===== config.mk =====
export PLATFORM = sky130hd
export DESIGN_NAME = sensor_fault_repair_stats
export DESIGN_NICKNAME = d
export VERILOG_FILES = /design/src/hdl/sfrs_pkg.sv /design/src/hdl/sfrs_div.sv /design/src/hdl/sfrs_ctrl.sv /design/src/hdl/sfrs_dp.sv /design/src/hdl/sensor_fault_repair_stats.sv
export SDC_FILE = /design/constraint.sdc
export NUM_CORES = 1
export LEC_CHECK = 0
export BUFFER_PORTS_ARGS = -buffer_cell sky130_fd_sc_hd__buf_2
export CORE_AREA = 2 2 233 235
export CTS_CLUSTER_SIZE = 12
export DETAILED_ROUTE_END_ITERATION = 8
export DIE_AREA = 0 0 235 237
export PLACE_DENSITY = 0.48
export REMOVE_ABC_BUFFERS = 1
export SLEW_MARGIN = 20
export SYNTH_ARGS = -nofsm -noshare
export SYNTH_HDL_FRONTEND = slang
export SYNTH_SLANG_ARGS = --single-unit
export TNS_END_PERCENT = 10

===== constraint.sdc =====
create_clock -name clk_i -period 10.2 [get_ports clk_i]
set_input_delay 2.55 -clock clk_i [delete_from_list [all_inputs] [get_ports clk_i]]
set_output_delay 2.55 -clock clk_i [all_outputs]
set_load 0.05 [all_outputs]

===== src/hdl/sfrs_pkg.sv =====
// shared types and constants for the sensor fault repair and statistics block
// no dependencies; imported by every module of the block
`default_nettype none

package sfrs_pkg;

  // fixed field widths
  localparam int SAMPLE_W  = 16;
  localparam int CNT_W     = 16;
  localparam int SUM_W     = 32;
  localparam int AVG_W     = 24;
  localparam int FRAC_W    = 8;
  localparam int DIVD_W    = SUM_W + FRAC_W;
  localparam int DIV_STEPS = DIVD_W;
  localparam int STEP_W    = $clog2(DIV_STEPS);
  localparam int CFG_IDX_W = 1;

  localparam logic [CNT_W-1:0] CNT_SAT = {CNT_W{1'b1}};

  // register reset values
  localparam logic [SAMPLE_W-1:0] FAULT_CODE_RST = 16'hFF9D;  // -99
  localparam logic [CNT_W-1:0]    THRESHOLD_RST  = 16'd35;

  // register indexes
  localparam logic [CFG_IDX_W-1:0] CFG_FAULT_CODE = 1'b0;
  localparam logic [CFG_IDX_W-1:0] CFG_THRESHOLD  = 1'b1;

  typedef enum logic [2:0] {
    S_IDLE,
    S_EVAL,
    S_EMIT,
    S_DIV_GO,
    S_DIV_WAIT,
    S_LAST
  } sfrs_state_e;

  // controller to datapath commands
  typedef struct packed {
    logic ld_item;
    logic fault_inc;
    logic pend_inc;
    logic set_ovf;
    logic emit_setup;
    logic burst;
    logic set_seen;
    logic do_emit;
    logic out_load;
    logic left_dec;
    logic div_start;
    logic out_load_last;
    logic clear_log;
  } sfrs_cmd_t;

  // datapath to controller status
  typedef struct packed {
    logic is_fault;
    logic seen_valid;
    logic pend_full;
    logic eol;
    logic left_zero;
    logic out_free;
  } sfrs_sts_t;

endpackage

`default_nettype wire


===== src/hdl/sfrs_div.sv =====
// iterative restoring divider for the q8 mean, one quotient bit per cycle
// depends on sfrs_pkg
`default_nettype none

module sfrs_div
  import sfrs_pkg::*;
(
  input  wire logic                    clk_i,
  input  wire logic                    rst_ni,
  input  wire logic                    start_i,
  input  wire logic signed [SUM_W-1:0] sum_i,
  input  wire logic        [CNT_W-1:0] count_i,
  output logic                         done_o,
  output logic             [AVG_W-1:0] avg_o
);

  logic              busy_q, busy_d;
  logic              done_q, done_d;
  logic [STEP_W-1:0] step_q, step_d;
  logic              neg_q, neg_d;
  logic              zero_q, zero_d;
  logic [CNT_W-1:0]  dvsr_q, dvsr_d;
  logic [CNT_W:0]    rem_q, rem_d;
  logic [DIVD_W-1:0] dvd_q, dvd_d;

  logic [SUM_W-1:0]  mag;
  logic [CNT_W:0]    trial;
  logic              qbit;
  logic [AVG_W-1:0]  quo;

  // magnitude of the sum and one restoring step
  assign mag   = sum_i[SUM_W-1] ? (~sum_i + 1'b1) : sum_i;
  assign trial = {rem_q[CNT_W-1:0], dvd_q[DIVD_W-1]};
  assign qbit  = (trial >= {1'b0, dvsr_q});

  always_comb begin
    busy_d = busy_q;
    done_d = 1'b0;
    step_d = step_q;
    neg_d  = neg_q;
    zero_d = zero_q;
    dvsr_d = dvsr_q;
    rem_d  = rem_q;
    dvd_d  = dvd_q;
    if (start_i) begin
      busy_d = 1'b1;
      step_d = '0;
      neg_d  = sum_i[SUM_W-1];
      zero_d = (count_i == '0);
      dvsr_d = count_i;
      rem_d  = '0;
      dvd_d  = {mag, {FRAC_W{1'b0}}};
    end else if (busy_q) begin
      rem_d  = qbit ? (trial - {1'b0, dvsr_q}) : trial;
      dvd_d  = {dvd_q[DIVD_W-2:0], qbit};
      step_d = step_q + 1'b1;
      if (step_q == STEP_W'(DIV_STEPS - 1)) begin
        busy_d = 1'b0;
        done_d = 1'b1;
      end
    end
  end

  always_ff @(posedge clk_i or negedge rst_ni) begin
    if (!rst_ni) begin
      busy_q <= 1'b0;
      done_q <= 1'b0;
      step_q <= '0;
    end else begin
      busy_q <= busy_d;
      done_q <= done_d;
      step_q <= step_d;
    end
  end

  always_ff @(posedge clk_i) begin
    neg_q  <= neg_d;
    zero_q <= zero_d;
    dvsr_q <= dvsr_d;
    rem_q  <= rem_d;
    dvd_q  <= dvd_d;
  end

  // sign restore, truncation toward zero falls out of magnitude division
  assign quo    = dvd_q[AVG_W-1:0];
  assign avg_o  = zero_q ? '0 : (neg_q ? (~quo + 1'b1) : quo);
  assign done_o = done_q;

endmodule

`default_nettype wire


===== src/hdl/sfrs_ctrl.sv =====
// controller state machine: sequences hold, emit bursts, mean division and final word
// depends on sfrs_pkg
`default_nettype none

module sfrs_ctrl
  import sfrs_pkg::*;
(
  input  wire logic      clk_i,
  input  wire logic      rst_ni,
  input  wire logic      in_valid_i,
  output logic           in_ready_o,
  input  wire sfrs_sts_t sts_i,
  input  wire logic      div_done_i,
  output sfrs_cmd_t      cmd_o
);

  sfrs_state_e state_q, state_d;

  // state register
  always_ff @(posedge clk_i or negedge rst_ni) begin
    if (!rst_ni) begin
      state_q <= S_IDLE;
    end else begin
      state_q <= state_d;
    end
  end

  // next state and commands
  always_comb begin
    state_d    = state_q;
    cmd_o      = '0;
    in_ready_o = 1'b0;
    case (state_q)
      S_IDLE: begin
        in_ready_o = 1'b1;
        if (in_valid_i) begin
          cmd_o.ld_item = 1'b1;
          state_d       = S_EVAL;
        end
      end
      S_EVAL: begin
        cmd_o.fault_inc = 1'b1;
        if (sts_i.seen_valid) begin
          // hold last value on a fault, pass a good sample
          cmd_o.emit_setup = 1'b1;
          state_d          = S_EMIT;
        end else if (sts_i.is_fault && !sts_i.eol && !sts_i.pend_full) begin
          // leading fault goes into the hold
          cmd_o.pend_inc = 1'b1;
          state_d        = S_IDLE;
        end else if (sts_i.is_fault && !sts_i.eol) begin
          // hold is full: this fault leaves unrepaired
          cmd_o.set_ovf    = 1'b1;
          cmd_o.emit_setup = 1'b1;
          state_d          = S_EMIT;
        end else begin
          // release the held faults as copies, then the sample
          cmd_o.emit_setup = 1'b1;
          cmd_o.burst      = 1'b1;
          cmd_o.set_seen   = !sts_i.is_fault;
          state_d          = S_EMIT;
        end
      end
      S_EMIT: begin
        if (sts_i.left_zero && sts_i.eol) begin
          // final value updates stats now, word goes out after the mean
          cmd_o.do_emit = 1'b1;
          state_d       = S_DIV_GO;
        end else if (sts_i.out_free) begin
          cmd_o.do_emit  = 1'b1;
          cmd_o.out_load = 1'b1;
          if (sts_i.left_zero) begin
            state_d = S_IDLE;
          end else begin
            cmd_o.left_dec = 1'b1;
          end
        end
      end
      S_DIV_GO: begin
        cmd_o.div_start = 1'b1;
        state_d         = S_DIV_WAIT;
      end
      S_DIV_WAIT: begin
        if (div_done_i) begin
          state_d = S_LAST;
        end
      end
      S_LAST: begin
        if (sts_i.out_free) begin
          cmd_o.out_load_last = 1'b1;
          cmd_o.clear_log     = 1'b1;
          state_d             = S_IDLE;
        end
      end
      default: begin
        state_d = S_IDLE;
      end
    endcase
  end

endmodule

`default_nettype wire


===== src/hdl/sfrs_dp.sv =====
// datapath: config registers, log state, per-value statistics and output register
// depends on sfrs_pkg
`default_nettype none

module sfrs_dp
  import sfrs_pkg::*;
#(
  parameter int MAX_LEADING_RUN = 63,
  parameter int PEND_W          = 6
) (
  input  wire logic                       clk_i,
  input  wire logic                       rst_ni,
  // configuration
  input  wire logic                       cfg_valid_i,
  output logic                            cfg_ready_o,
  input  wire logic       [CFG_IDX_W-1:0] cfg_index_i,
  input  wire logic        [SAMPLE_W-1:0] cfg_data_i,
  // input word
  input  wire logic signed [SAMPLE_W-1:0] sample_i,
  input  wire logic                       end_of_log_i,
  // control
  input  wire sfrs_cmd_t                  cmd_i,
  output sfrs_sts_t                       sts_o,
  // divider
  output logic signed         [SUM_W-1:0] sum_o,
  output logic                [CNT_W-1:0] count_o,
  input  wire logic           [AVG_W-1:0] avg_i,
  // output word
  output logic                            out_valid_o,
  input  wire logic                       out_ready_i,
  output logic signed      [SAMPLE_W-1:0] repaired_o,
  output logic                            last_of_log_o,
  output logic                [CNT_W-1:0] fault_total_o,
  output logic                [CNT_W-1:0] jump_count_o,
  output logic signed         [AVG_W-1:0] average_q8_o,
  output logic                            leading_overflow_o
);

  logic [SAMPLE_W-1:0] fault_code_q;
  logic [CNT_W-1:0]    thresh_q;

  logic [SAMPLE_W-1:0] sample_q;
  logic                eol_q;

  logic                seen_q;
  logic                ovf_q;
  logic [PEND_W-1:0]   pend_q;
  logic [PEND_W-1:0]   left_q;
  logic [SAMPLE_W-1:0] emit_val_q;
  logic [SAMPLE_W-1:0] prev_q;
  logic [CNT_W-1:0]    fault_cnt_q;
  logic [CNT_W-1:0]    change_cnt_q;
  logic [CNT_W-1:0]    sample_cnt_q;
  logic [SUM_W-1:0]    sum_q;

  logic                out_valid_q;
  logic [SAMPLE_W-1:0] out_rep_q;
  logic                out_last_q;
  logic [CNT_W-1:0]    out_fault_q;
  logic [CNT_W-1:0]    out_change_q;
  logic [AVG_W-1:0]    out_avg_q;
  logic                out_ovf_q;

  logic                is_fault;
  logic                out_free;
  logic [SAMPLE_W:0]   diff;
  logic [SAMPLE_W:0]   abs_diff;
  logic                big_step;

  // configuration registers, always ready
  assign cfg_ready_o = 1'b1;

  always_ff @(posedge clk_i or negedge rst_ni) begin
    if (!rst_ni) begin
      fault_code_q <= FAULT_CODE_RST;
      thresh_q     <= THRESHOLD_RST;
    end else if (cfg_valid_i) begin
      case (cfg_index_i)
        CFG_FAULT_CODE: fault_code_q <= cfg_data_i;
        CFG_THRESHOLD:  thresh_q     <= cfg_data_i;
        default: ;
      endcase
    end
  end

  // input word capture
  always_ff @(posedge clk_i) begin
    if (cmd_i.ld_item) begin
      sample_q <= sample_i;
      eol_q    <= end_of_log_i;
    end
  end

  assign is_fault = (sample_q == fault_code_q);
  assign out_free = !out_valid_q || out_ready_i;

  // step size between consecutive emitted values
  assign diff     = {emit_val_q[SAMPLE_W-1], emit_val_q} - {prev_q[SAMPLE_W-1], prev_q};
  assign abs_diff = diff[SAMPLE_W] ? (~diff + 1'b1) : diff;
  assign big_step = (abs_diff > {1'b0, thresh_q});

  // log control state
  always_ff @(posedge clk_i or negedge rst_ni) begin
    if (!rst_ni) begin
      seen_q <= 1'b0;
      ovf_q  <= 1'b0;
      pend_q <= '0;
      left_q <= '0;
    end else if (cmd_i.clear_log) begin
      seen_q <= 1'b0;
      ovf_q  <= 1'b0;
      pend_q <= '0;
      left_q <= '0;
    end else begin
      if (cmd_i.set_seen) begin
        seen_q <= 1'b1;
      end
      if (cmd_i.set_ovf) begin
        ovf_q <= 1'b1;
      end
      if (cmd_i.pend_inc) begin
        pend_q <= pend_q + 1'b1;
      end else if (cmd_i.emit_setup && cmd_i.burst) begin
        pend_q <= '0;
      end
      if (cmd_i.emit_setup) begin
        left_q <= cmd_i.burst ? pend_q : '0;
      end else if (cmd_i.left_dec) begin
        left_q <= left_q - 1'b1;
      end
    end
  end

  // value to emit: held last value on a fault once a good sample was seen
  always_ff @(posedge clk_i) begin
    if (cmd_i.emit_setup) begin
      emit_val_q <= (seen_q && is_fault) ? prev_q : sample_q;
    end
  end

  // statistics
  always_ff @(posedge clk_i or negedge rst_ni) begin
    if (!rst_ni) begin
      prev_q       <= '0;
      fault_cnt_q  <= '0;
      change_cnt_q <= '0;
      sample_cnt_q <= '0;
      sum_q        <= '0;
    end else if (cmd_i.clear_log) begin
      prev_q       <= '0;
      fault_cnt_q  <= '0;
      change_cnt_q <= '0;
      sample_cnt_q <= '0;
      sum_q        <= '0;
    end else begin
      if (cmd_i.fault_inc && is_fault && (fault_cnt_q != CNT_SAT)) begin
        fault_cnt_q <= fault_cnt_q + 1'b1;
      end
      if (cmd_i.do_emit) begin
        prev_q <= emit_val_q;
        if ((sample_cnt_q != '0) && big_step && (change_cnt_q != CNT_SAT)) begin
          change_cnt_q <= change_cnt_q + 1'b1;
        end
        if (sample_cnt_q != CNT_SAT) begin
          sum_q        <= sum_q + {{(SUM_W-SAMPLE_W){emit_val_q[SAMPLE_W-1]}}, emit_val_q};
          sample_cnt_q <= sample_cnt_q + 1'b1;
        end
      end
    end
  end

  assign sum_o   = sum_q;
  assign count_o = sample_cnt_q;

  // output register
  always_ff @(posedge clk_i or negedge rst_ni) begin
    if (!rst_ni) begin
      out_valid_q <= 1'b0;
    end else if (cmd_i.out_load || cmd_i.out_load_last) begin
      out_valid_q <= 1'b1;
    end else if (out_ready_i) begin
      out_valid_q <= 1'b0;
    end
  end

  always_ff @(posedge clk_i) begin
    if (cmd_i.out_load) begin
      out_rep_q    <= emit_val_q;
      out_last_q   <= 1'b0;
      out_fault_q  <= '0;
      out_change_q <= '0;
      out_avg_q    <= '0;
      out_ovf_q    <= 1'b0;
    end else if (cmd_i.out_load_last) begin
      out_rep_q    <= prev_q;
      out_last_q   <= 1'b1;
      out_fault_q  <= fault_cnt_q;
      out_change_q <= change_cnt_q;
      out_avg_q    <= avg_i;
      out_ovf_q    <= ovf_q;
    end
  end

  assign out_valid_o        = out_valid_q;
  assign repaired_o         = out_rep_q;
  assign last_of_log_o      = out_last_q;
  assign fault_total_o      = out_fault_q;
  assign jump_count_o       = out_change_q;
  assign average_q8_o       = out_avg_q;
  assign leading_overflow_o = out_ovf_q;

  // status to controller
  assign sts_o.is_fault   = is_fault;
  assign sts_o.seen_valid = seen_q;
  assign sts_o.pend_full  = (pend_q == PEND_W'(MAX_LEADING_RUN));
  assign sts_o.eol        = eol_q;
  assign sts_o.left_zero  = (left_q == '0);
  assign sts_o.out_free   = out_free;

  // checks
  a_pend_bound: assert property (@(posedge clk_i) disable iff (!rst_ni)
    pend_q <= PEND_W'(MAX_LEADING_RUN))
    else $error("leading hold count beyond limit");

  a_no_overwrite: assert property (@(posedge clk_i) disable iff (!rst_ni)
    (cmd_i.out_load || cmd_i.out_load_last) |-> out_free)
    else $error("output word overwritten before it was taken");

  a_stats_only_last: assert property (@(posedge clk_i) disable iff (!rst_ni)
    (out_valid_q && !out_last_q) |->
      (out_fault_q == '0 && out_change_q == '0 && out_avg_q == '0 && !out_ovf_q))
    else $error("statistics on a word that does not end the log");

  a_last_has_count: assert property (@(posedge clk_i) disable iff (!rst_ni)
    cmd_i.div_start |-> (sample_cnt_q != '0))
    else $error("mean started with no values counted");

endmodule

`default_nettype wire


===== src/hdl/sensor_fault_repair_stats.sv =====
// Sensor fault repair with per-log statistics.
// Input channel (in_valid_i/in_ready_o) takes one signed sample word and an
// end-of-log flag. A sample equal to the fault code is replaced by the last
// emitted value. Faults before the first good sample of a log are held
// (up to MAX_LEADING_RUN) and released as copies of that sample; an over-long
// leading run sets the overflow flag and faults beyond the hold pass unrepaired.
// Output channel (out_valid_o/out_ready_i) gives one word per emitted value;
// the word that ends a log carries fault count, large-step count, q8 mean
// and overflow flag, all zero on other words.
// Configuration channel writes fault code (index 0) and change threshold
// (index 1); always ready. The user must keep it written only while the block
// is idle; the block itself does not enforce this.
// An item with one result passes accept, evaluate and emit; a held leading
// fault passes accept and evaluate; a release of held faults emits each
// held copy, then the sample. The last item of a log also waits for the
// mean from a restoring divider that makes one quotient bit per cycle over 40 bits.
// Reset loads the default fault code and threshold and clears the log state.
// A stalled receiver holds the output register; the block then waits at its
// next emit step, and takes no new item until that word is placed.
`default_nettype none

module sensor_fault_repair_stats
  import sfrs_pkg::*;
#(
  parameter int MAX_LEADING_RUN = 63
) (
  input  wire logic                       clk_i,
  input  wire logic                       rst_ni,
  // configuration channel
  input  wire logic                       cfg_valid_i,
  output logic                            cfg_ready_o,
  input  wire logic       [CFG_IDX_W-1:0] cfg_index_i,
  input  wire logic        [SAMPLE_W-1:0] cfg_data_i,
  // input channel
  input  wire logic                       in_valid_i,
  output logic                            in_ready_o,
  input  wire logic signed [SAMPLE_W-1:0] sample_i,
  input  wire logic                       end_of_log_i,
  // output channel
  output logic                            out_valid_o,
  input  wire logic                       out_ready_i,
  output logic signed      [SAMPLE_W-1:0] repaired_o,
  output logic                            last_of_log_o,
  output logic                [CNT_W-1:0] fault_total_o,
  output logic                [CNT_W-1:0] jump_count_o,
  output logic signed         [AVG_W-1:0] average_q8_o,
  output logic                            leading_overflow_o
);

  localparam int PEND_W = $clog2(MAX_LEADING_RUN + 1);

  sfrs_cmd_t         cmd;
  sfrs_sts_t         sts;
  logic              div_done;
  logic [AVG_W-1:0]  avg;
  logic [SUM_W-1:0]  sum;
  logic [CNT_W-1:0]  count;

  // controller
  sfrs_ctrl u_ctrl (
    .clk_i      (clk_i),
    .rst_ni     (rst_ni),
    .in_valid_i (in_valid_i),
    .in_ready_o (in_ready_o),
    .sts_i      (sts),
    .div_done_i (div_done),
    .cmd_o      (cmd)
  );

  // datapath
  sfrs_dp #(
    .MAX_LEADING_RUN (MAX_LEADING_RUN),
    .PEND_W          (PEND_W)
  ) u_dp (
    .clk_i              (clk_i),
    .rst_ni             (rst_ni),
    .cfg_valid_i        (cfg_valid_i),
    .cfg_ready_o        (cfg_ready_o),
    .cfg_index_i        (cfg_index_i),
    .cfg_data_i         (cfg_data_i),
    .sample_i           (sample_i),
    .end_of_log_i       (end_of_log_i),
    .cmd_i              (cmd),
    .sts_o              (sts),
    .sum_o              (sum),
    .count_o            (count),
    .avg_i              (avg),
    .out_valid_o        (out_valid_o),
    .out_ready_i        (out_ready_i),
    .repaired_o         (repaired_o),
    .last_of_log_o      (last_of_log_o),
    .fault_total_o      (fault_total_o),
    .jump_count_o       (jump_count_o),
    .average_q8_o       (average_q8_o),
    .leading_overflow_o (leading_overflow_o)
  );

  // mean divider
  sfrs_div u_div (
    .clk_i   (clk_i),
    .rst_ni  (rst_ni),
    .start_i (cmd.div_start),
    .sum_i   (sum),
    .count_i (count),
    .done_o  (div_done),
    .avg_o   (avg)
  );

endmodule

`default_nettype wire

==> results of run 1 <==
==> routing by layer <==
layer  up-vias  track usage [%]  wire length [µm]
li1       7115                -                 -
met1      6722             22.7             22500
met5         -                0                 0
met3        54             2.96              1670
met4         0             4.68               945
met2       196             26.1             20000
==> power by group <==
part	total [mW]	switching (mW)	internal, mW
sequential	2.44	0.473	1.97
combinational	4.00	2.43	1.57
clock	1.45	0.577	0.876
total	7.89	3.48	4.41
==> sequential cells by signal, summed over array words and instances (netlist names), 16 cells and up <==
register	cells
u_dp.count_o	16
u_dp.repaired_o	16
u_dp.fault_total_o	16
u_dp.fault_cnt_q	16
u_dp.sample_q	16
u_dp.fault_code_q	16
u_dp.emit_val_q	16
u_dp.jump_count_o	16
u_dp.average_q8_o	24
u_div.dvd_q	40
u_dp.sum_o	32
u_dp.prev_q	16
u_dp.change_cnt_q	16
u_dp.thresh_q	16
u_div.dvsr_q	16
u_div.rem_q	16
==> cells in the final DEF (no fill, tap or decap), drive strengths merged, types with 18 or more instances in the layout <==
| master | synthesis | routed |
|---|---|---|
| nand2 | 211 | 211 |
| o21ai | 161 | 161 |
| nor2 | 151 | 151 |
| dfrtp | 138 | 138 |
| buf | 15 | 130 |
| a21oi | 104 | 104 |
| nand3 | 99 | 99 |
| edfxtp | 99 | 99 |
| ha | 89 | 89 |
| xnor2 | 86 | 86 |
| inv | 83 | 83 |
| dfxtp | 82 | 82 |
| xor2 | 81 | 81 |
| clkbuf | 68 | 62 |
| mux2 | 47 | 47 |
| a21o | 37 | 37 |
| a22o | 29 | 29 |
| mux2i | 26 | 26 |
| nand4 | 25 | 25 |
| o31ai | 25 | 25 |
| or3 | 21 | 21 |
| and3 | 20 | 20 |
| nor3 | 20 | 20 |
| nor2b | 18 | 18 |
==> logic make-up after synthesis <==
group / after synthesis
fa+ha+maj: 92
buf+inv: 167
compound gates: 451
other cells: 1
simple gates: 655
mux: 73
xor+xnor: 167
flops: 335
==> worst paths after layout <==
| path | startpoint | to | slack [ns] | cells after the start |
|---|---|---|---|---|
| max in group asynchronous | rst_ni | u_dp.change_cnt_q[1] | 6.95 | 2 |
| hold / removal | u_dp.fault_total_o[8] | u_dp.fault_total_o[8] | 0.45 | 2 |
| hold reg to reg | u_dp.fault_total_o[8] | u_dp.fault_total_o[8] | 0.45 | 2 |
| min in group asynchronous | rst_ni | u_dp.sum_o[2] | 1.97 | 1 |
| setup / recovery | u_dp.emit_val_q[2] | u_dp.change_cnt_q[1] | 4.74 | 20 |
| setup reg to reg | u_dp.emit_val_q[2] | u_dp.change_cnt_q[1] | 4.74 | 20 |
==> worst reg2reg max path: cells and delay by family, from the launching register on <==
family,cells,cell delay (ns)
AOI/OAI and AO/OA,9,2.85
xor gates and xnor gates,1,0.18
adders and majority gates,2,0.67
DFF,1,0.45
muxes,1,0.20
and+or+nand+nor,7,0.99
==> cell type report <==
cell class / count / area (µm²)
clock inverter: 12 / 144
clock buffer: 62 / 1220
multi-input combinational: 1439 / 9400
tap: 696 / 871
fill: 5313 / 32200
inverter: 84 / 315
sequential: 335 / 8490
timing repair buffer: 130 / 697
==> stage by stage <==
stage	total power, mW	instance area, µm²	utilization (%)
final	7.89	21100	39.7
after global routing	8.61	21100	39.7
after CTS	7.99	21100	39.6
after detailed placement	6.48	19800	37.1
after global placement	6.43	19800	37.1
after floorplan	5.45	18200	-
==> impl_metrics.csv, run 1 <==
group,metric,value,unit
critical_path,critPathArrivalTime,5.87,ns
timing,slew_headroom,30.0,%
critical_path,path_class,"flop to flop",
floorplan,fp.dieH,237,µm
timing,final.period_utilization,53.5,%
critical_path,cp-start-kind,"flop",
yosys,yosysTopAreaCellShare,18.7,%
yosys,yosys.area.top_type,"dfrtp_1",
clocking,cts_tree,"built",
floorplan,ios,116,
layout,fin_cells,2758,
run_status,status,"finished, final reports clean",
yosys,synth-main-ff-cell,"dfrtp_1",
drt,vias_per_cell,5.11,
drt,wl_per_cell,16.3,µm
grt,grt_max_degree,95,
critical_path,worst-path-buf-inv,0,
floorplan,die_w,235,µm
critical_path,critical_path.top_delay_family,"compound AO/OA/AOI/OAI gates",
critical_path,cp-end-kind,"flop",
yosys,syn_area_per_cell,9.54,µm²
drt,dr.first_iter.drc_count,667,
placement,gp_congestion,0.839,
yosys,synth_edf_count,99,
yosys,synth_cell_types,80,
yosys,yosysWarnings,0,
clocking,cts_resized,0,
timing,min_period,5.46,ns
timing,drv_slew,0,
yosys,yosysMostFrequentCell,"nand2_1",
clocking,post_cts_buffers,0,
clocking,clk_latency,0.57,ns
drt,wirelength,45100,µm
timing,fmax,183,MHz
yosys,synthMuxAreaShare,4.27,%
drt,ant_nets,0,
layout,syn_to_final_growth,14.2,%
yosys,synth-async-reset-ratio,46.0,%
clocking,clockBufferDepth,3,
critical_path,critPathMaxFanout,14,
worst_hold_path,hp-class,"flop to flop",
critical_path,cp.required,10.61,ns
layout,drive_gt1_share,13.5,%
timing,final_hold_viol_count,0,
pwr,power_density,374,nW/µm²
yosys,synth_common_cells,"nand2_1, o21ai_0, nor2_1",
floorplan,initial_core_util,34.7,%
clocking,htreeDepth,2,
floorplan,dieArea,55700,µm²
layout,nets,2161,
critical_path,max_stage_delay,0.61,ns
grt,antenna_found_initial,1,
clocking,clockRootBuffer,"clkbuf_16",
clocking,cts_sinks,335,
critical_path,crit_chain,"ha_1 > nor2b_1 > o2111ai_1 > nand4_1 > a311o_1 > a31o_1 > a41oi_1 > nand2_1 > xor2_1 > ha_1 > nand4_1 > nor2_1 > a211oi_1 > o211ai_1 > a221o_1 > o21ai_0 > o41a_1 > or2_4 > mux2i_1 > nor2_1",
yosys,ys_seq_elements,335,
yosys,synth_top_family_by_area,"simple AND/OR/NAND/NOR gates",
drt,via_count,14100,
drt,drc,0,
timing,worst_pin_slew,1.05,ns
yosys,synthCells,1941,
yosys,synth_compound_gate_area_share,15.2,%
yosys,synth_xor_xnor_area_share,7.90,%
grt,grt-ovfl-total,0,
pwr,p_leak,9.23,nW
pwr,irDropWorstVdd,0.155,mV
clocking,cts_hold_buf,0,
timing,fin_hold_ws,0.452,ns
floorplan,core_area,53300,µm²
timing,rsz0062_at_grt,"no",
placement,hpwl,32000,µm
grt,grtUsageTotal,16.4,%
timing,setup_slack,4.74,ns
yosys,ys_seq_area_share,45.9,%
floorplan,num_rows,85,
timing,setup_viol,0,
critical_path,critPathSlowestCell,"a41oi_1",
drt,firstDrtPassIters,5,
placement,pre_cts_ws,4.67,ns
layout,diodes,0,
job,drv_cap,0,
yosys,syn-cell-area,18500,µm²
yosys,synth_area_leaders,"dfrtp_1, edfxtp_1, dfxtp_1, ha_1, nand2_1",
placement,dp.cells,2684,
grt,grt_pass1_vias,14200,
yosys,synth_fa_ha_area_share,6.34,%
clocking,cts_buffers,40,
timing,fin_setup_tns,0,ns
yosys,yosys.area_share.simple,16.9,%
placement,io_buffers,114,
clocking,path_clk_slew,0.06,ns
timing,finClkSkew,0.0187,ns
grt,grt_pass1_wl,75100,µm
No activity file was read; power rests on OpenSTA's default activity.
==> inputs of run 2 (changes only) <==
- ABC_AREA: default -> 1
- CORE_AREA: 2 2 233 235 -> 2 2 239 241
- DIE_AREA: 0 0 235 237 -> 0 0 241 243
- PLACE_DENSITY: 0.48 -> 0.49
- clock period: 10.2 -> 5 ns (I/O delays scaled with it)
==> run 2 against run 1 <==
  * Clock power increased by 110%
  * Clock skew rose by 0.0045 ns
  * Critical path depth up 6
  * Power is 120% higher
  * Highest routed layer is now met5
  * Count of clock-buffer cells in the layout fell by 10
  * Final cell count up 21%
  * Synthesized cell count grew 26%
  * Core utilization fell by 0.11 points
  * Global-route usage increased by 1.7 points
  * Register-to-register slack worse by 4.0 ns
  * Largest power group unchanged
  * Routed wire length rose by 16%
==> impl_metrics.csv, run 2 <==
group,metric,value,unit
run_status,status,"finished, final reports clean",
yosys,yosysWarnings,0,
layout,fillers,5823,
drt,drc,0,
yosys,synth-async-reset-ratio,46.0,%
yosys,syn-cell-area,19400,µm²
grt,grtUsageTotal,18.1,%
placement,dp.cells,3266,
yosys,ys_seq_area_share,43.8,%
placement,gp_congestion,0.876,
timing,rsz0062_at_grt,"no",
floorplan,dieArea,58600,µm²
yosys,synth_common_cells,"nand2_1, inv_1, o21ai_0",
yosys,ys_seq_elements,335,
grt,grt_pass1_wl,85600,µm
layout,final_common_cell,"nand2_1",
critical_path,critPathMaxFanout,30,
pwr,p_sw_share,48.7,%
drt,wirelength,52300,µm
timing,finClkSkew,0.0231,ns
critical_path,r2r_slack,0.74,ns
yosys,synth-main-ff-cell,"dfrtp_1",
critical_path,worst-path-buf-inv,1,
floorplan,ios,116,
clocking,clockBufferDepth,3,
clocking,cts_hold_buf,0,
placement,io_buffers,114,
floorplan,fp.dieH,243,µm
drt,vias_per_cell,4.93,
critical_path,cp.required,5.48,ns
critical_path,path_class,"flop to flop",
critical_path,cp_common_cell,"nand2_1",
grt,grt_max_degree,80,
floorplan,initial_core_util,34.7,%
floorplan,num_rows,87,
grt,antenna_found_initial,1,
yosys,synth_area_leaders,"dfrtp_1, edfxtp_1, nand2_1, dfxtp_1, inv_1",
yosys,yosys.area.top_type,"dfrtp_1",
layout,diodes,0,
timing,final_hold_viol_count,0,
drt,dr.first_iter.drc_count,1021,
critical_path,critical_path.top_delay_family,"simple AND/OR/NAND/NOR gates",
timing,slew_headroom,37.4,%
clocking,path_clk_slew,0.06,ns
drt,firstDrtPassIters,7,
job,drv_cap,0,
clocking,cts_resized,0,
clocking,cts_buffers,41,
layout,layout_common_cells,"nand2_1, inv_1, o21ai_0",
yosys,syn_area_per_cell,7.92,µm²
timing,drv_slew,0,
pwr,irDropWorstVdd,0.472,mV
yosys,yosysMostFrequentCell,"nand2_1",
pwr,power_density,778,nW/µm²
critical_path,cp-start-kind,"flop",
pwr,p_int,8.83,mW
floorplan,die_w,241,µm
layout,drive_gt1_share,10.8,%
critical_path,critPathArrivalTime,4.75,ns
layout,largest_register,"u_div.dvd_q",
layout,register_area,8490,µm²
yosys,synthCells,2448,
layout,multiInputGateArea,9210,µm²
pwr,p_leak,10.4,nW
critical_path,cp-end-kind,"flop",
pwr,p_switching,8.38,mW
pwr,power_frac_clock,17.6,%
timing,setup_viol,0,
grt,grt-ovfl-total,0,
placement,hpwl,38000,µm
clocking,clockRootBuffer,"clkbuf_16",
timing,final.period_utilization,85.2,%
yosys,yosysTopAreaCellShare,17.8,%
timing,min_period,4.26,ns
grt,grt_pass1_vias,16400,
drt,wl_per_cell,15.7,µm
clocking,post_cts_buffers,0,
layout,fin_cells,3342,
layout,largest_reg_flops,40,
yosys,synth_edf_count,99,
critical_path,max_stage_delay,0.54,ns
yosys,synth_cell_types,61,
clocking,clk_latency,0.57,ns
clocking,cts_tree,"built",
floorplan,core_area,56000,µm²
clocking,cts_sinks,335,
layout,nets,2684,
clocking,htreeDepth,2,
worst_hold_path,hp-class,"flop to flop",
timing,fmax,235,MHz
drt,ant_nets,0,
pwr,pwr-share-seq,28.4,%
critical_path,critPathSlowestCell,"fa_1",
timing,worst_pin_slew,0.938,ns
pwr,p_comb_share,54.1,%
drt,via_count,16500,
pwr,total_power,17.2,mW
layout,syn_to_final_growth,14.1,%
[run 2: cell types whose count changed in the layout (fill, tap and decap cells not counted), sizes merged, moves of 39 or more]
| cell | previous run | this run |
|---|---|---|
| a21oi | 104 | 145 |
| a22oi | 0 | 42 |
| nand2 | 211 | 514 |
| nor2 | 151 | 190 |
| xnor2 | 86 | 35 |
| o21ai | 161 | 252 |
| inv | 83 | 376 |
| nor3 | 20 | 61 |
| xor2 | 81 | 41 |
| mux2 | 47 | 0 |
[run 2: cell families (layout without fill, tap and decap cells)]
| group | Yosys count | count (layout) | synth area share, % |
|---|---|---|---|
| and+or+nand+nor | 960 | 960 | 22.0 |
| AOI/OAI and AO/OA | 538 | 538 | 15.7 |
| buffers and inverters | 446 | 584 | 8.93 |
| DFF | 335 | 335 | 43.8 |
| adders and majority gates | 92 | 92 | 6.05 |
| xor gates and xnor gates | 76 | 76 | 3.47 |
| other | 1 | 1 | 0.0193 |
[run 2: power by group through the flow]
stage / clock network (mW) / registers, mW / logic (mW)
finish: 3.03 / 4.88 / 9.30
global route: 3.23 / 5.02 / 10.6
CTS: 3.13 / 4.89 / 9.35
detailed placement: 0 / 4.93 / 9.29
global placement: 0 / 4.90 / 9.22
floorplan: 0 / 5.44 / 6.31
[run 2: worst register-to-register path, stage by stage, from the launching register on]
cell and delay (ns):
edfxtp_1 0.40, inv_1 0.06, ha_1 0.21, fa_1 0.54
ha_1 0.17, a21boi_1 0.15, nand3_1 0.16, nor2_4 0.12
nand3_2 0.07, nor2_2 0.15, nor2_1 0.08, xor2_1 0.15
ha_1 0.30, nand2_1 0.07, nor2_1 0.20, nand3b_1 0.11
nand4_1 0.11, nand2_1 0.05, nand2_1 0.06, nand2_1 0.06
nand2_1 0.06, nand2_1 0.04, nand2_1 0.05, nand2_1 0.12
nand2_4 0.35, nand3_1 0.17, a21oi_2 0.15
[run 2: path summary, 6_finish.rpt]
path                                 startpoint              endpoint  cells after the start
setup / recovery             u_dp.emit_val_q[0]  u_dp.change_cnt_q[1]                     26
hold / removal             u_dp.average_q8_o[3]  u_dp.average_q8_o[3]                      2
setup reg to reg             u_dp.emit_val_q[0]  u_dp.change_cnt_q[1]                     26
hold reg to reg            u_dp.average_q8_o[3]  u_dp.average_q8_o[3]                      2
max in group asynchronous                rst_ni  u_dp.fault_code_q[2]                      2
min in group asynchronous                rst_ni        u_dp.sum_o[17]                      1
[run 2: metrics by stage]
| stage | util [%] | hold WS, ns | TNS, ns | worst slack (ns) | instance area, µm² |
|---|---|---|---|---|---|
| 3_3_place_gp | 37.1 | 0.425 | 0 | 0.928 | 20800 |
| 3_5_place_dp | 37.1 | 0.433 | 0 | 0.738 | 20800 |
| 2_1_floorplan | - | 0.429 | -63.56 | -0.826 | 19100 |
| 6_report | 39.5 | 0.443 | 0 | 0.738 | 22100 |
| 4_1_cts | 39.5 | 0.448 | 0 | 0.703 | 22100 |
| 5_1_grt | 39.5 | 0.466 | 0 | 0.235 | 22100 |
[run 2: final cells by class]
class	count	share of cell area (%)
clock buffer	52	5.15
tap	756	4.28
inverter	379	6.44
clock inverter	24	0.990
multi-input combinational	1667	41.6
sequential	335	38.4
timing repair buffer	129	3.17
[run 2: routing by layer]
metal	share of wire, %	GRT usage (%)	up-vias
met1	48	25.0	7703
met5	0.025	0	-
met4	1.8	4.87	2
li1	-	-	8401
met3	4.2	2.40	62
met2	46	29.6	321
==> inputs of run 3 (changes only) <==
- CORE_AREA: 2 2 239 241 -> 2 2 213 215
- DIE_AREA: 0 0 241 243 -> 0 0 215 217
- PLACE_DENSITY: 0.49 -> 0.6
==> run 3 against run 2 <==
  * Worst hold slack improved by 0.0073 ns
  * Count of clock-buffer cells in the layout fell by 2
  * Fmax grew 0.91%
  * Flip-flop and latch count did not move
  * Clock skew is 0.0076 ns lower
  * Register-to-register slack improved by 0.04 ns
  * Worst setup slack better by 0.038 ns
  * Sequential share of layout area grew 0.49 points
  * Sequential power about the same
  * Critical endpoint is now u_dp.change_cnt_q[0]
==> impl_metrics.csv, run 3 (same netlist as run 2, synthesis figures left out) <==
group,metric,value,unit
drt,via_count,16300,
drt,wirelength,48500,µm
critical_path,r2r_slack,0.78,ns
layout,layout_common_cells,"nand2_1, inv_1, o21ai_0",
clocking,clockRootBuffer,"clkbuf_16",
critical_path,critPathArrivalTime,4.68,ns
layout,drive_gt1_share,10.7,%
critical_path,worst-path-buf-inv,1,
clocking,cts_tree,"built",
timing,worst_pin_slew,0.934,ns
critical_path,cp-end-kind,"flop",
layout,fillers,4467,
worst_hold_path,hp-class,"flop to flop",
clocking,cts_sinks,335,
clocking,post_cts_buffers,0,
clocking,htreeDepth,2,
critical_path,cp_common_cell,"nand2_1",
critical_path,max_stage_delay,0.56,ns
layout,fin_area,21800,µm²
clocking,cts_resized,0,
layout,largest_reg_flops,40,
floorplan,num_rows,78,
drt,drc,0,
job,drv_cap,0,
floorplan,core_area,44700,µm²
clocking,clockBufferDepth,3,
critical_path,path_class,"flop to flop",
placement,pre_cts_ws,0.769,ns
timing,finClkSkew,0.0155,ns
pwr,power_density,776,nW/µm²
layout,diodes,0,
floorplan,fp.dieH,217,µm
run_status,status,"finished, final reports clean",
layout,syn_to_final_growth,12.6,%
timing,final.period_utilization,84.5,%
drt,wl_per_cell,15.2,µm
timing,final_hold_viol_count,0,
grt,grt_max_degree,79,
timing,fmax,237,MHz
grt,antenna_found_initial,0,
floorplan,die_w,215,µm
timing,min_period,4.22,ns
clocking,cts_hold_buf,0,
placement,hpwl,35700,µm
pwr,irDropWorstVdd,0.535,mV
grt,grt_pass1_wl,80100,µm
drt,ant_nets,0,
drt,dr.first_iter.drc_count,878,
layout,final_common_cell,"nand2_1",
drt,vias_per_cell,5.14,
critical_path,critPathMaxFanout,30,
placement,gp_congestion,0.907,
layout,fin_cells,3182,
timing,drv_slew,0,
timing,slew_headroom,37.7,%
critical_path,cp.required,5.46,ns
floorplan,dieArea,46700,µm²
grt,grtUsageTotal,20.9,%
floorplan,ios,116,
critical_path,cp-start-kind,"flop",
drt,firstDrtPassIters,4,
clocking,clk_latency,0.57,ns
grt,grt-ovfl-total,0,
layout,nets,2681,
timing,setup_slack,0.776,ns
clocking,path_clk_slew,0.06,ns
floorplan,initial_core_util,43.4,%
placement,placed_area,20600,µm²
timing,rsz0062_at_grt,"no",
critical_path,critPathSlowestCell,"fa_1",
clocking,cts_buffers,40,
placement,io_buffers,114,
pwr,p_leak,10.4,nW
critical_path,critical_path.top_delay_family,"simple AND/OR/NAND/NOR gates",
placement,dp.cells,3108,
layout,largest_register,"u_div.dvd_q",
timing,setup_viol,0,
grt,grt_pass1_vias,16000,
## run 3: cell count changes in the layout (fill, tap and decap cells not counted)
cell | previous run | this run
buf_4 | 14 | 12
clkinv_2 | 12 | 11
clkinv_8 | 0 | 3
clkbuf_16 | 43 | 40
clkbuf_8 | 3 | 2
clkinv_4 | 0 | 1
clkbuf_1 | 6 | 8
clkinv_1 | 10 | 9
bufinv_16 | 4 | 3
inv_6 | 1 | 0
## run 3: final timing paths
path / end / depth (start not counted) / start
max: u_dp.change_cnt_q[0] / 27 / u_dp.emit_val_q[0]
min: u_dp.average_q8_o[4] / 2 / u_dp.average_q8_o[4]
max reg2reg: u_dp.change_cnt_q[0] / 27 / u_dp.emit_val_q[0]
min reg2reg: u_dp.average_q8_o[4] / 2 / u_dp.average_q8_o[4]
max in group asynchronous: u_dp.fault_code_q[3] / 2 / rst_ni
min in group asynchronous: u_dp.prev_q[14] / 1 / rst_ni
## run 3: per-layer routing
| metal | up-vias | routed length (µm) | GRT usage [%] |
|---|---|---|---|
| met5 | - | 0 | 0 |
| met4 | 0 | 1070 | 5.66 |
| met3 | 74 | 1940 | 3.30 |
| met2 | 302 | 22500 | 35.1 |
| met1 | 7582 | 23000 | 28.1 |
| li1 | 8382 | - | - |
## run 3: where the power goes
group | switching (mW) | leakage, nW | internal, mW
Combinational | 6.18 | 6.11 | 3.01
Sequential | 0.888 | 3.60 | 4.01
Clock | 1.19 | 0.635 | 1.67
## run 3: stage by stage
stage	hold slack, ns	setup TNS (ns)	utilization, %	total power, mW
floorplan	0.429	-63.56	-	11.7
global placement	0.431	0	46.0	13.9
detailed placement	0.435	0	46.0	14.1
CTS	0.450	0	48.9	17.1
global route	0.474	0	48.9	18.5
finish	0.450	0	48.9	17.0
## run 3: layout make-up
| type | instances | area (µm²) | share of cell area [%] |
|---|---|---|---|
| clock buffers | 50 | 1060 | 4.85 |
| clock inverters | 24 | 229 | 1.05 |
| inverters | 379 | 1430 | 6.52 |
| multi-input cells | 1667 | 9210 | 42.1 |
| flip-flops and latches | 335 | 8490 | 38.9 |
| well taps | 600 | 751 | 3.44 |
| repair buffers | 127 | 687 | 3.14 |
## run 3: worst register-to-register path: stages (launching register included)
cell      delay (ns)
edfxtp_1        0.41
inv_1           0.06
ha_1            0.20
fa_1            0.56
ha_1            0.18
a21boi_1        0.16
nand3_1         0.17
nor2_4          0.13
nand3_2         0.07
nor2_2          0.14
nor2_1          0.08
xor2_1          0.16
ha_1            0.31
nand2_1         0.07
nor2_1          0.19
nand3b_1        0.10
nand4_1         0.10
nand2_1         0.06
nand2_1         0.06
nand2_1         0.05
nand2_1         0.05
nand2_1         0.04
nand2_1         0.05
nand2_1         0.10
nand2_4         0.33
nand2_4         0.09
nor2_1          0.13
nor2_1          0.07
